**src/wbps_pkg.sv**
```systemverilog
package wbps_pkg;

  localparam int PATTERN_MAX = 16;
  localparam int ADDR_WIDTH  = 48;
  localparam int PAT_BYTES   = 16;
  localparam int LIMIT_MAX   = 16;
  localparam int LEN_CAP     = (PATTERN_MAX < PAT_BYTES) ? PATTERN_MAX : PAT_BYTES;

  localparam int LEN_W     = 5;
  localparam int FILL_W    = $clog2(PATTERN_MAX + 1);
  localparam int WIN_IDX_W = (PATTERN_MAX > 1) ? $clog2(PATTERN_MAX) : 1;

  localparam int OUTQ_DEPTH = 8;
  localparam int OUTQ_PTR_W = $clog2(OUTQ_DEPTH);
  localparam int OUTQ_CNT_W = $clog2(OUTQ_DEPTH + 1);

  localparam int CFG_ADDR_W = 6;
  localparam int CFG_DATA_W = 64;

  localparam logic [2:0] REG_PATTERN_LOW    = 3'd0;
  localparam logic [2:0] REG_PATTERN_HIGH   = 3'd1;
  localparam logic [2:0] REG_CARE_MASK      = 3'd2;
  localparam logic [2:0] REG_PATTERN_LENGTH = 3'd3;
  localparam logic [2:0] REG_MATCH_LIMIT    = 3'd4;
  localparam logic [2:0] REG_ADDR_BIAS      = 3'd5;

  localparam logic KIND_REPORT  = 1'b0;
  localparam logic KIND_VERDICT = 1'b1;

  localparam logic [1:0] STATUS_NONE      = 2'd0;
  localparam logic [1:0] STATUS_UNIQUE    = 2'd1;
  localparam logic [1:0] STATUS_AMBIGUOUS = 2'd2;

  typedef struct packed {
    logic [63:0]      pattern_low;
    logic [63:0]      pattern_high;
    logic [15:0]      care_mask;
    logic [LEN_W-1:0] pattern_length;
    logic [LEN_W-1:0] match_limit;
    logic [15:0]      addr_bias;
  } cfg_t;

  typedef struct packed {
    logic [7:0]            data_byte;
    logic [ADDR_WIDTH-1:0] byte_addr;
    logic                  span_start;
    logic                  end_of_scan;
  } item_t;

  typedef struct packed {
    logic                  kind;
    logic [ADDR_WIDTH-1:0] match_addr;
    logic [LEN_W-1:0]      match_number;
    logic [1:0]            status;
    logic                  last;
  } res_t;

endpackage

```
**src/wbps_core.sv**
```systemverilog
module wbps_core
  import wbps_pkg::*;
(
  input  logic        clk,
  input  logic        rst_n,
  input  cfg_t        cfg,
  input  logic        item_v,
  input  item_t       item,
  output logic [1:0]  res_cnt,
  output res_t        res [2]
);

  logic [7:0]            win_r    [PATTERN_MAX];
  logic [7:0]            win_nxt  [PATTERN_MAX];
  logic [FILL_W-1:0]     fill_r, fill_nxt, fill_base;
  logic [LEN_W-1:0]      count_r, count_nxt, count_inc;
  logic [ADDR_WIDTH-1:0] first_r, first_nxt;
  logic [LEN_W-1:0]      len, lim;
  logic [8*PAT_BYTES-1:0] pat;
  logic                  cmp_ok, hit;
  logic [ADDR_WIDTH-1:0] start_addr, verdict_addr;
  logic [1:0]            verdict_status;
  res_t                  rpt, vrd;
  int                    age;

  always_comb begin
    if (cfg.pattern_length == '0) begin
      len = LEN_W'(1);
    end else if (int'(cfg.pattern_length) > LEN_CAP) begin
      len = LEN_W'(LEN_CAP);
    end else begin
      len = cfg.pattern_length;
    end
    if (cfg.match_limit == '0) begin
      lim = LEN_W'(1);
    end else if (int'(cfg.match_limit) > LIMIT_MAX) begin
      lim = LEN_W'(LIMIT_MAX);
    end else begin
      lim = cfg.match_limit;
    end
  end

  always_comb begin
    win_nxt[0] = item.data_byte;
    for (int i = 1; i < PATTERN_MAX; i++) begin
      win_nxt[i] = item.span_start ? 8'h00 : win_r[i-1];
    end
    fill_base = item.span_start ? '0 : fill_r;
    fill_nxt  = (int'(fill_base) == PATTERN_MAX) ? fill_base : fill_base + FILL_W'(1);
  end

  assign pat = {cfg.pattern_high, cfg.pattern_low};

  always_comb begin
    cmp_ok = 1'b1;
    age    = 0;
    for (int k = 0; k < PAT_BYTES; k++) begin
      age = int'(len) - 1 - k;
      if (k < int'(len) && cfg.care_mask[k] &&
          win_nxt[WIN_IDX_W'(age)] != pat[8*k +: 8]) begin
        cmp_ok = 1'b0;
      end
    end
  end

  always_comb begin
    hit        = cmp_ok && (int'(fill_nxt) >= int'(len)) && (count_r < lim);
    start_addr = item.byte_addr - ADDR_WIDTH'(len - LEN_W'(1));
    count_inc  = count_r + LEN_W'(1);
    count_nxt  = hit ? count_inc : count_r;
    first_nxt  = (hit && count_r == '0) ? start_addr : first_r;

    verdict_addr = '0;
    if (count_nxt == '0) begin
      verdict_status = STATUS_NONE;
    end else if (count_nxt == LEN_W'(1)) begin
      verdict_status = STATUS_UNIQUE;
      verdict_addr   = first_nxt + ADDR_WIDTH'(cfg.addr_bias);
    end else begin
      verdict_status = STATUS_AMBIGUOUS;
    end

    rpt.kind         = KIND_REPORT;
    rpt.match_addr   = start_addr;
    rpt.match_number = count_nxt;
    rpt.status       = STATUS_NONE;
    rpt.last         = !item.end_of_scan;

    vrd.kind         = KIND_VERDICT;
    vrd.match_addr   = verdict_addr;
    vrd.match_number = count_nxt;
    vrd.status       = verdict_status;
    vrd.last         = 1'b1;

    res[0]  = hit ? rpt : vrd;
    res[1]  = vrd;
    res_cnt = item_v ? (2'(hit) + 2'(item.end_of_scan)) : 2'd0;
  end

  always_ff @(posedge clk) begin
    if (!rst_n) begin
      fill_r  <= '0;
      count_r <= '0;
      first_r <= '0;
    end else if (item_v) begin
      if (item.end_of_scan) begin
        fill_r  <= '0;
        count_r <= '0;
        first_r <= '0;
      end else begin
        fill_r  <= fill_nxt;
        count_r <= count_nxt;
        first_r <= first_nxt;
      end
    end
  end

  always_ff @(posedge clk) begin
    if (item_v) begin
      win_r <= win_nxt;
    end
  end

endmodule

```
**src/wbps_outq.sv**
```systemverilog
module wbps_outq
  import wbps_pkg::*;
(
  input  logic                  clk,
  input  logic                  rst_n,
  input  logic [1:0]            push_cnt,
  input  res_t                  push_data [2],
  input  logic                  pop,
  output res_t                  head,
  output logic [OUTQ_CNT_W-1:0] level
);

  res_t                  mem [OUTQ_DEPTH];
  logic [OUTQ_PTR_W-1:0] wp_r, rp_r, wp_next1;
  logic [OUTQ_CNT_W-1:0] level_r;

  assign wp_next1 = wp_r + OUTQ_PTR_W'(1);
  assign head     = mem[rp_r];
  assign level    = level_r;

  always_ff @(posedge clk) begin
    if (push_cnt != 2'd0) begin
      mem[wp_r] <= push_data[0];
    end
    if (push_cnt == 2'd2) begin
      mem[wp_next1] <= push_data[1];
    end
  end

  always_ff @(posedge clk) begin
    if (!rst_n) begin
      wp_r    <= '0;
      rp_r    <= '0;
      level_r <= '0;
    end else begin
      wp_r    <= wp_r + OUTQ_PTR_W'(push_cnt);
      rp_r    <= rp_r + OUTQ_PTR_W'(pop);
      level_r <= level_r + OUTQ_CNT_W'(push_cnt) - OUTQ_CNT_W'(pop);
    end
  end

endmodule

```
**src/wildcard_byte_pattern_scanner_top.sv**
```systemverilog
// Channel  Direction  Ports                                                   Handshake
// in       input      in_data_byte in_byte_addr in_span_start in_end_of_scan  in_valid/in_stall
// out      output     out_kind out_match_addr out_match_number out_status     out_valid/out_stall
//                     out_last
// cfg      input      cfg_psel cfg_penable cfg_pwrite cfg_paddr cfg_pwdata    APB, cfg_pready
//
// One byte per cycle unless in_stall is high: a beat is registered, matched against the
// window in the next cycle and its results (at most two) land in an eight-entry result queue.
// A beat passes through the stage register, and its results through the result queue, before they can be taken.
// in_stall rises when the queue cannot take the results of the beat in flight plus one more.
// Reset (rst_n low, synchronous) empties the queue and the scan state and restores registers.
module wildcard_byte_pattern_scanner_top
  import wbps_pkg::*;
(
  input  logic                  clk,
  input  logic                  rst_n,
  input  logic                  in_valid,
  output logic                  in_stall,
  input  logic [7:0]            in_data_byte,
  input  logic [ADDR_WIDTH-1:0] in_byte_addr,
  input  logic                  in_span_start,
  input  logic                  in_end_of_scan,
  output logic                  out_valid,
  input  logic                  out_stall,
  output logic                  out_kind,
  output logic [ADDR_WIDTH-1:0] out_match_addr,
  output logic [LEN_W-1:0]      out_match_number,
  output logic [1:0]            out_status,
  output logic                  out_last,
  input  logic                  cfg_psel,
  input  logic                  cfg_penable,
  input  logic                  cfg_pwrite,
  input  logic [CFG_ADDR_W-1:0] cfg_paddr,
  input  logic [CFG_DATA_W-1:0] cfg_pwdata,
  output logic [CFG_DATA_W-1:0] cfg_prdata,
  output logic                  cfg_pready
);

  cfg_t                  cfg_r;
  logic [2:0]            reg_idx;
  logic                  cfg_wr;
  logic                  stage_v_r;
  item_t                 stage_r;
  logic                  in_acc;
  logic [1:0]            res_cnt;
  res_t                  res [2];
  res_t                  head;
  logic [OUTQ_CNT_W-1:0] level;
  logic                  pop;

  assign cfg_pready = 1'b1;
  assign reg_idx    = cfg_paddr[5:3];
  assign cfg_wr     = cfg_psel && cfg_penable && cfg_pwrite;

  always_ff @(posedge clk) begin
    if (!rst_n) begin
      cfg_r.pattern_low    <= '0;
      cfg_r.pattern_high   <= '0;
      cfg_r.care_mask      <= '0;
      cfg_r.pattern_length <= LEN_W'(1);
      cfg_r.match_limit    <= LEN_W'(LIMIT_MAX);
      cfg_r.addr_bias      <= '0;
    end else if (cfg_wr) begin
      unique case (reg_idx)
        REG_PATTERN_LOW:    cfg_r.pattern_low    <= cfg_pwdata;
        REG_PATTERN_HIGH:   cfg_r.pattern_high   <= cfg_pwdata;
        REG_CARE_MASK:      cfg_r.care_mask      <= cfg_pwdata[15:0];
        REG_PATTERN_LENGTH: cfg_r.pattern_length <= cfg_pwdata[LEN_W-1:0];
        REG_MATCH_LIMIT:    cfg_r.match_limit    <= cfg_pwdata[LEN_W-1:0];
        REG_ADDR_BIAS:      cfg_r.addr_bias      <= cfg_pwdata[15:0];
        default: ;
      endcase
    end
  end

  always_comb begin
    unique case (reg_idx)
      REG_PATTERN_LOW:    cfg_prdata = cfg_r.pattern_low;
      REG_PATTERN_HIGH:   cfg_prdata = cfg_r.pattern_high;
      REG_CARE_MASK:      cfg_prdata = CFG_DATA_W'(cfg_r.care_mask);
      REG_PATTERN_LENGTH: cfg_prdata = CFG_DATA_W'(cfg_r.pattern_length);
      REG_MATCH_LIMIT:    cfg_prdata = CFG_DATA_W'(cfg_r.match_limit);
      REG_ADDR_BIAS:      cfg_prdata = CFG_DATA_W'(cfg_r.addr_bias);
      default:            cfg_prdata = '0;
    endcase
  end

  assign in_stall = (int'(level) + (stage_v_r ? 2 : 0)) > (OUTQ_DEPTH - 2);
  assign in_acc   = in_valid && !in_stall;

  always_ff @(posedge clk) begin
    if (!rst_n) begin
      stage_v_r <= 1'b0;
    end else begin
      stage_v_r <= in_acc;
    end
  end

  always_ff @(posedge clk) begin
    if (in_acc) begin
      stage_r.data_byte   <= in_data_byte;
      stage_r.byte_addr   <= in_byte_addr;
      stage_r.span_start  <= in_span_start;
      stage_r.end_of_scan <= in_end_of_scan;
    end
  end

  wbps_core u_core (
    .clk     (clk),
    .rst_n   (rst_n),
    .cfg     (cfg_r),
    .item_v  (stage_v_r),
    .item    (stage_r),
    .res_cnt (res_cnt),
    .res     (res)
  );

  assign out_valid = (level != '0);
  assign pop       = out_valid && !out_stall;

  wbps_outq u_outq (
    .clk       (clk),
    .rst_n     (rst_n),
    .push_cnt  (res_cnt),
    .push_data (res),
    .pop       (pop),
    .head      (head),
    .level     (level)
  );

  assign out_kind         = head.kind;
  assign out_match_addr   = head.match_addr;
  assign out_match_number = head.match_number;
  assign out_status       = head.status;
  assign out_last         = head.last;

`ifndef SYNTHESIS
  a_queue_bound: assert property (@(posedge clk) disable iff (!rst_n)
    int'(level) <= OUTQ_DEPTH)
    else $error("result queue overflow");

  a_verdict_last: assert property (@(posedge clk) disable iff (!rst_n)
    out_valid && out_kind == KIND_VERDICT |-> out_last)
    else $error("verdict beat without last");

  a_report_status: assert property (@(posedge clk) disable iff (!rst_n)
    out_valid && out_kind == KIND_REPORT |-> out_status == STATUS_NONE &&
    out_match_number != '0)
    else $error("bad match report");

  a_unique_count: assert property (@(posedge clk) disable iff (!rst_n)
    out_valid && out_kind == KIND_VERDICT && out_status == STATUS_UNIQUE |->
    out_match_number == LEN_W'(1))
    else $error("unique verdict with count other than one");
`endif

endmodule

```
**config.mk**
```make
export PLATFORM = sky130hd
export DESIGN_NAME = wildcard_byte_pattern_scanner_top
export DESIGN_NICKNAME = d
export VERILOG_FILES = /design/src/wbps_pkg.sv /design/src/wbps_core.sv /design/src/wbps_outq.sv /design/src/wildcard_byte_pattern_scanner_top.sv
export SDC_FILE = /design/constraint.sdc
export NUM_CORES = 2
export LEC_CHECK = 0
export BUFFER_PORTS_ARGS = -buffer_cell sky130_fd_sc_hd__buf_2
export CAP_MARGIN = 20
export CELL_PAD_IN_SITES_DETAIL_PLACEMENT = 0
export CELL_PAD_IN_SITES_GLOBAL_PLACEMENT = 1
export CORE_ASPECT_RATIO = 0.8
export CORE_MARGIN = 2
export CORE_UTILIZATION = 35
export CTS_CLUSTER_DIAMETER = 50
export DETAILED_ROUTE_END_ITERATION = 8
export GPL_ROUTABILITY_DRIVEN = 0
export PLACE_DENSITY_LB_ADDON = 0.25
export SLEW_MARGIN = 20
export SYNTH_ARGS = -nofsm -noshare
export SYNTH_HDL_FRONTEND = slang
export SYNTH_SLANG_ARGS = --single-unit
```
**constraint.sdc**
```tcl
create_clock -name clk -period 10.95 [get_ports clk]
set_clock_uncertainty 0.05 [all_clocks]
set_input_delay 0 -clock clk [delete_from_list [all_inputs] [get_ports clk]]
set_output_delay 0 -clock clk [all_outputs]
set_load 0.01 [all_outputs]
```
## After elaboration in Yosys (flattened, before gate mapping)

Memories as Yosys holds them, arrays and structs flattened. A register that Yosys moved wholly into a read port is not among the register bits.
Cells that the tools add are included.

- Flip-flop bits (word level): 417
- Latch bits: 0
- RAM bits: 456
- Memory bits (read-only): 0
- Input bits: 135
- Output and inout port bits: 124
- Word-level logic and storage cells: 296
- Memories: 1

- Add/subtract/negate cells: 28
- $mul: 0
- Divide/modulo/power cells: 0
- Magnitude comparators: 37
- Equality and inequality tests: 24
- Shift operators: 0
- Mux-type cells: 103
- Bitwise gates (word level): 16
- Reductions and logical operators: 55

Memory list:

| name | words | bits a word | read ports | clocked after memory_dff | write ports | line | source |
|---|---|---|---|---|---|---|---|
| u_outq.mem | 8 | 57 | 1 | 1 | 2 | wbps_outq.sv:13 | `res_t mem [OUTQ_DEPTH];` |

Operator list:

| kind | count |
|---|---|
| binary-select mux 8 bit (select 4 bit) | 16 |
| case mux 64 bit (6 select lines) | 1 |
| 2-to-1 mux 8 bit | 47 |
| 2-to-1 mux 48 bit | 4 |
| inequality test 8 bit | 16 |
| >= comparator 4 x 5 -> 1 bit, second input constant | 16 |
| inverter 4 bit | 16 |
| 2-to-1 mux 57 bit | 1 |
| adder 48 x 16 -> 48 bit | 1 |
| subtractor 48 bit | 1 |
| 2-to-1 mux 5 bit | 9 |
| less-than comparator 4 x 5 -> 1 bit, first input constant | 8 |
| logical AND 1 bit | 39 |
| subtractor 4 bit, second input constant | 8 |
| logical NOT 5 bit | 4 |
| less-than comparator 3 x 5 -> 1 bit, first input constant | 4 |
| 2-to-1 mux 1 bit | 20 |
| subtractor 4 x 3 -> 4 bit, second input constant | 4 |
| AND reduction 2 bit | 6 |
| adder 5 x 1 -> 5 bit, second input constant | 2 |
| > comparator 5 bit, second input constant | 2 |
| less-than comparator 1 x 5 -> 1 bit, first input constant | 2 |
| less-than comparator 2 x 5 -> 1 bit, first input constant | 2 |
| 2-to-1 mux 2 bit | 4 |
| 24 further kinds | 30 |

## Longest topological paths before layout

- Depth in word-level cells: 34
- Gate-level depth with buffers: 49
- Gate-level depth less buffers: 37

## Hierarchy

Synthesis repeated with hierarchy kept, for this count alone.

- Cells, all modules: 4663
- Area total of the unflattened synthesis: 54975.2 um^2

By module, submodules not included:

| module | times used | cells each | area each (um^2) | seq. area each (um^2) |
|---|---|---|---|---|
| wbps_outq | 1 | 1242 | 23247.3 | 13893.3 |
| wbps_core | 1 | 2599 | 22485.3 | 4764.6 |
| wildcard_byte_pattern_scanner_top | 1 | 822 | 9242.6 | 5165.0 |

## Least setup slack after synthesis

OpenSTA, ideal clock, no wires.

- Kind: flip-flop to flip-flop
- Start point: register cfg_r[22] (netlist bit)
- End point: memory u_outq.mem[0][45] (netlist bit), data pin
- Setup time: 0.296 ns
- Arrival time: 11.468 ns
- Required time: 10.604 ns
- Path slack: -0.864 ns
- Cell stages (with the launch flop): 45
- Path buffers: 14
- Period minus slack after synthesis: 11.814 ns
- Cells stage by stage: dfxtp_1 -> or4_1 -> buf_2 -> nand2_4 -> buf_2 -> clkbuf_1 -> clkbuf_1 -> ha_1 -> clkbuf_1 -> buf_1 -> inv_1 -> buf_1 -> clkbuf_1 -> ha_1 -> a21oi_1 -> xnor2_2 -> buf_2 -> mux4_2 -> [9 not listed] -> clkbuf_1 -> o21ai_0 -> ha_1 -> a21o_1 -> a21oi_1 -> o21bai_1 -> a21oi_1 -> nor2b_1 -> o21a_1 -> o31a_1 -> o41ai_1 -> o21ai_0 -> o41ai_1 -> clkbuf_1 -> nor4_1 -> o21ai_0 -> xor2_1 -> o22ai_1

RTL lines:

| element | line | source |
|---|---|---|
| start: declaration | wildcard_byte_pattern_scanner_top.sv:39 | `cfg_t cfg_r;` |
| end: declaration | wbps_outq.sv:13 |  |

==> qor.yml <==
yosys:
  synth.avg_cell_area_um2: 11.1
  synthCells: 4619
  yosysWarnings: 0
  netlist_area_um2: 51300
  ys_ff_latch: 873
  syn_nets: 4861
  synth_edf_count: 618
  seq_area_frac_synth: 0.461
  synth_ff_type: "edfxtp_1"
  synthArstFlopShare: 0
  synth_cell_types: 93
sta:
  timing.setup.tns_ns: 0
  finalWorstSetupSlack_ns: 0.537
  hold_viol_final: 0
  fin_crit_sh: 0.951
  period_needed_ns: 10.41
  max_slew_margin: 0.165
  maxSlewViolCount: 0
  fmax_mhz: 96.0
  finalSetupViolCount: 0
  grt_setup_unrepaired: "false"
  worstMarginPinSlew_ns: 1.24
clock_network:
  cts_htree_levels: 3
  clk_latency_ns: 0.77
  cts-root-buf: "clkbuf_16"
  numClockSinks: 873
  cts_buffers: 114
  path_clk_slew_ns: 0.06
  clock_path_buffers: 3
  cts_tree: "done"
routing:
  wl_per_cell_um: 28.6
  drt_wl_total_um: 201000
  ant_nets: 0
  drc_errors: 0
  drtIter0Drc: 5415
  dr.pass1.iters: 6
  vias: 42400
  viasPerCell: 6.01
setup_path:
  arrival_ns: 10.81
  cpPeakStageDelay_ns: 0.62
  path_class: "register to register"
  crit_fanout: 20
  crit_start: "cfg_r[25]"
  cp_slowest_cell: "xnor2_1"
  worst_setup_path_start_kind: "register"
  cp.required_ns: 11.35
  cp-end-kind: "register"
  cp_num_buf_inv: 5
  crit_family: "compound AO/OA/AOI/OAI gates"
  r2r-start: "cfg_r[25]"
  cpMostUsedCell: "a21oi_1"
floorplan:
  start_util: 0.353
  die_w_um: 432
  rows: 125
  io_pins: 259
  chipHeight_um: 346
  dieArea_um2: 150000
  coreArea_um2: 145000
global_routing:
  grt.total_usage: 0.262
  grt_pass1_vias: 39600
  grt_pass1_wl_um: 288000
  grt_max_degree: 152
  antenna_found_initial: 18
  overflow: 0
placement:
  place_ws_ns: 0.605
  io_buffers: 254
  dpl.hpwl_um: 143000
pwr:
  netSwitchingFraction: 0.355
  power.net_switching_mw: 3.96
  pwr-share-clk: 0.342
  power_leakage_nw: 21.6
  p_per_area_nw_per_um2: 182
  power_frac_seq: 0.354
  peakVddDrop_uv: 131
  comb_power_share: 0.304
  cellInternalPower_mw: 7.19
min_path:
  hold_class: "input pin to register"
  hp-start: "cfg_pwdata[36]"
finish:
  regArea_um2: 23700
  n_fill_cell: 14000
  area_delta_synth_final_pct: 19.3
  drive_gt1_frac: 0.200
  layout.nets: 5278
  multiInputGateArea_um2: 26200
job:
  drv_cap: 0
run_status:
  status: "completed"
-- repair_timing --
action / 4_1_cts / 5_1_grt
gates resized for setup: 0 / 12
buffers inserted: 0 / 2
setup endpoints to repair: 0 / 69
hold buffers: 223 / 0
hold endpoints to repair: 306 / 0
-- state kept, by name, indices dropped and copies added, names as in the netlist --
name / count
stage_r: 58
u_core.win_r: 120
cfg_r: 170
u_core.first_r: 48
u_core.fill_r: 5
stage_v_r: 1
u_core.count_r: 5
u_outq.rp_r: 3
u_outq.mem: 456
u_outq.wp_r: 3
u_outq.level: 4
-- cell type report --
class                      instances  share of cell area
timing repair buffer             635              0.0775
antenna                            6            0.000245
multi-input combinational       3318               0.428
inverter                          94             0.00581
tap                             1905              0.0389
clock buffer                     137              0.0492
sequential                       873               0.387
clock inverter                    76              0.0130
-- path summary, 6_finish.rpt --
path	cells after the start	slack, ns	to
setup reg to reg	36	0.54	u_outq.mem[5][40]
hold reg to reg	2	0.43	u_core.first_r[43]
hold / removal	4	0.05	cfg_r[142]
setup / recovery	36	0.54	u_outq.mem[5][40]
-- cell usage after synthesis, types with 17 or more instances --
cell type,instances,area share
nand3_1,80,0.0078
nor2b_1,187,0.023
o22ai_1,359,0.044
nand4_1,35,0.0043
edfxtp_1,618,0.36
o21ai_0,120,0.012
mux2i_1,186,0.036
nand2b_1,33,0.0040
buf_1,41,0.0030
a211oi_1,18,0.0026
a21boi_0,169,0.025
clkbuf_1,259,0.019
o21a_1,17,0.0025
dfxtp_1,255,0.099
and3_1,22,0.0027
o211ai_1,26,0.0038
a221oi_1,18,0.0031
a21oi_1,130,0.013
nor4_1,19,0.0023
mux4_2,241,0.11
o221ai_1,18,0.0031
a31oi_1,23,0.0028
ha_1,103,0.025
a22oi_1,60,0.0088
nor3_1,59,0.0058
a22o_1,72,0.012
and2_1,42,0.0051
mux2_2,105,0.023
xnor2_1,142,0.024
xor2_1,91,0.016
inv_1,90,0.0066
nand2_1,536,0.039
a21o_1,28,0.0041
buf_2,23,0.0022
nor2_1,204,0.015
-- per-layer routing --
layer,part of all wire,global-route usage,vias up
li1,-,-,18600
met5,0.00013,0,-
met2,0.40,0.354,2319
met3,0.11,0.0645,262
met4,0.022,0.0589,4
met1,0.47,0.414,21200
-- cells by family after synthesis --
| group | share of synthesized area |
|---|---|
| xor gates and xnor gates | 0.0407 |
| adders and majority gates | 0.0267 |
| AOI/OAI and AO/OA | 0.153 |
| DFF | 0.461 |
| buffers and inverters | 0.0331 |
| muxes | 0.166 |
| and+or+nand+nor | 0.119 |
| other | 0.0000731 |
-- power groups by stage --
stage	clock network, mW	logic (mW)	registers (mW)
after floorplan	0	2.04	3.92
after global placement	0	3.21	4.01
after detailed placement	0	3.22	4.01
after CTS	3.85	3.30	3.94
after global routing	3.99	3.59	3.97
final	3.81	3.39	3.95
-- stage by stage --
step / utilization / power (mW) / area [µm²] / hold slack, ns / cells
2_1_floorplan: - / 5.96 / 51300 / 0.0489 / 4619
3_3_place_gp: 0.378 / 7.22 / 55000 / 0.128 / 6598
3_5_place_dp: 0.378 / 7.23 / 55000 / 0.128 / 6600
4_1_cts: 0.420 / 11.1 / 61100 / 0.00136 / 7036
5_1_grt: 0.421 / 11.5 / 61200 / 0.0373 / 7041
6_report: 0.421 / 11.1 / 61200 / 0.0523 / 7044
-- layout by cell type (no fill, tap or decap), types with 35 or more instances in the layout --
| cell type | n |
|---|---|
| edfxtp_1 | 618 |
| nand2_1 | 533 |
| o22ai_1 | 359 |
| buf_2 | 255 |
| dfxtp_1 | 251 |
| mux4_2 | 241 |
| dlygate4sd3_1 | 223 |
| nor2_1 | 202 |
| nor2b_1 | 187 |
| mux2i_1 | 183 |
| a21boi_0 | 169 |
| buf_4 | 152 |
| xnor2_1 | 134 |
| a21oi_1 | 128 |
| o21ai_0 | 119 |
| clkbuf_16 | 115 |
| mux2_2 | 105 |
| ha_1 | 102 |
| xor2_1 | 85 |
| inv_1 | 81 |
| nand3_1 | 79 |
| a22o_1 | 72 |
| a22oi_1 | 59 |
| nor3_1 | 55 |
| and2_1 | 41 |
| nand4_1 | 35 |
-- worst register-to-register path: cells and delay by family (launching register included) --
family	cells	cell delay, ns
AO/OA/AOI/OAI	14	3.56
XOR/XNOR	3	1.13
adder cells (fa/ha/maj)	3	1.08
buffers and inverters	5	1.26
flip-flops	1	0.46
multiplexers	2	0.70
AND/OR/NAND/NOR	9	1.89
(Power assumes the default switching activity.)
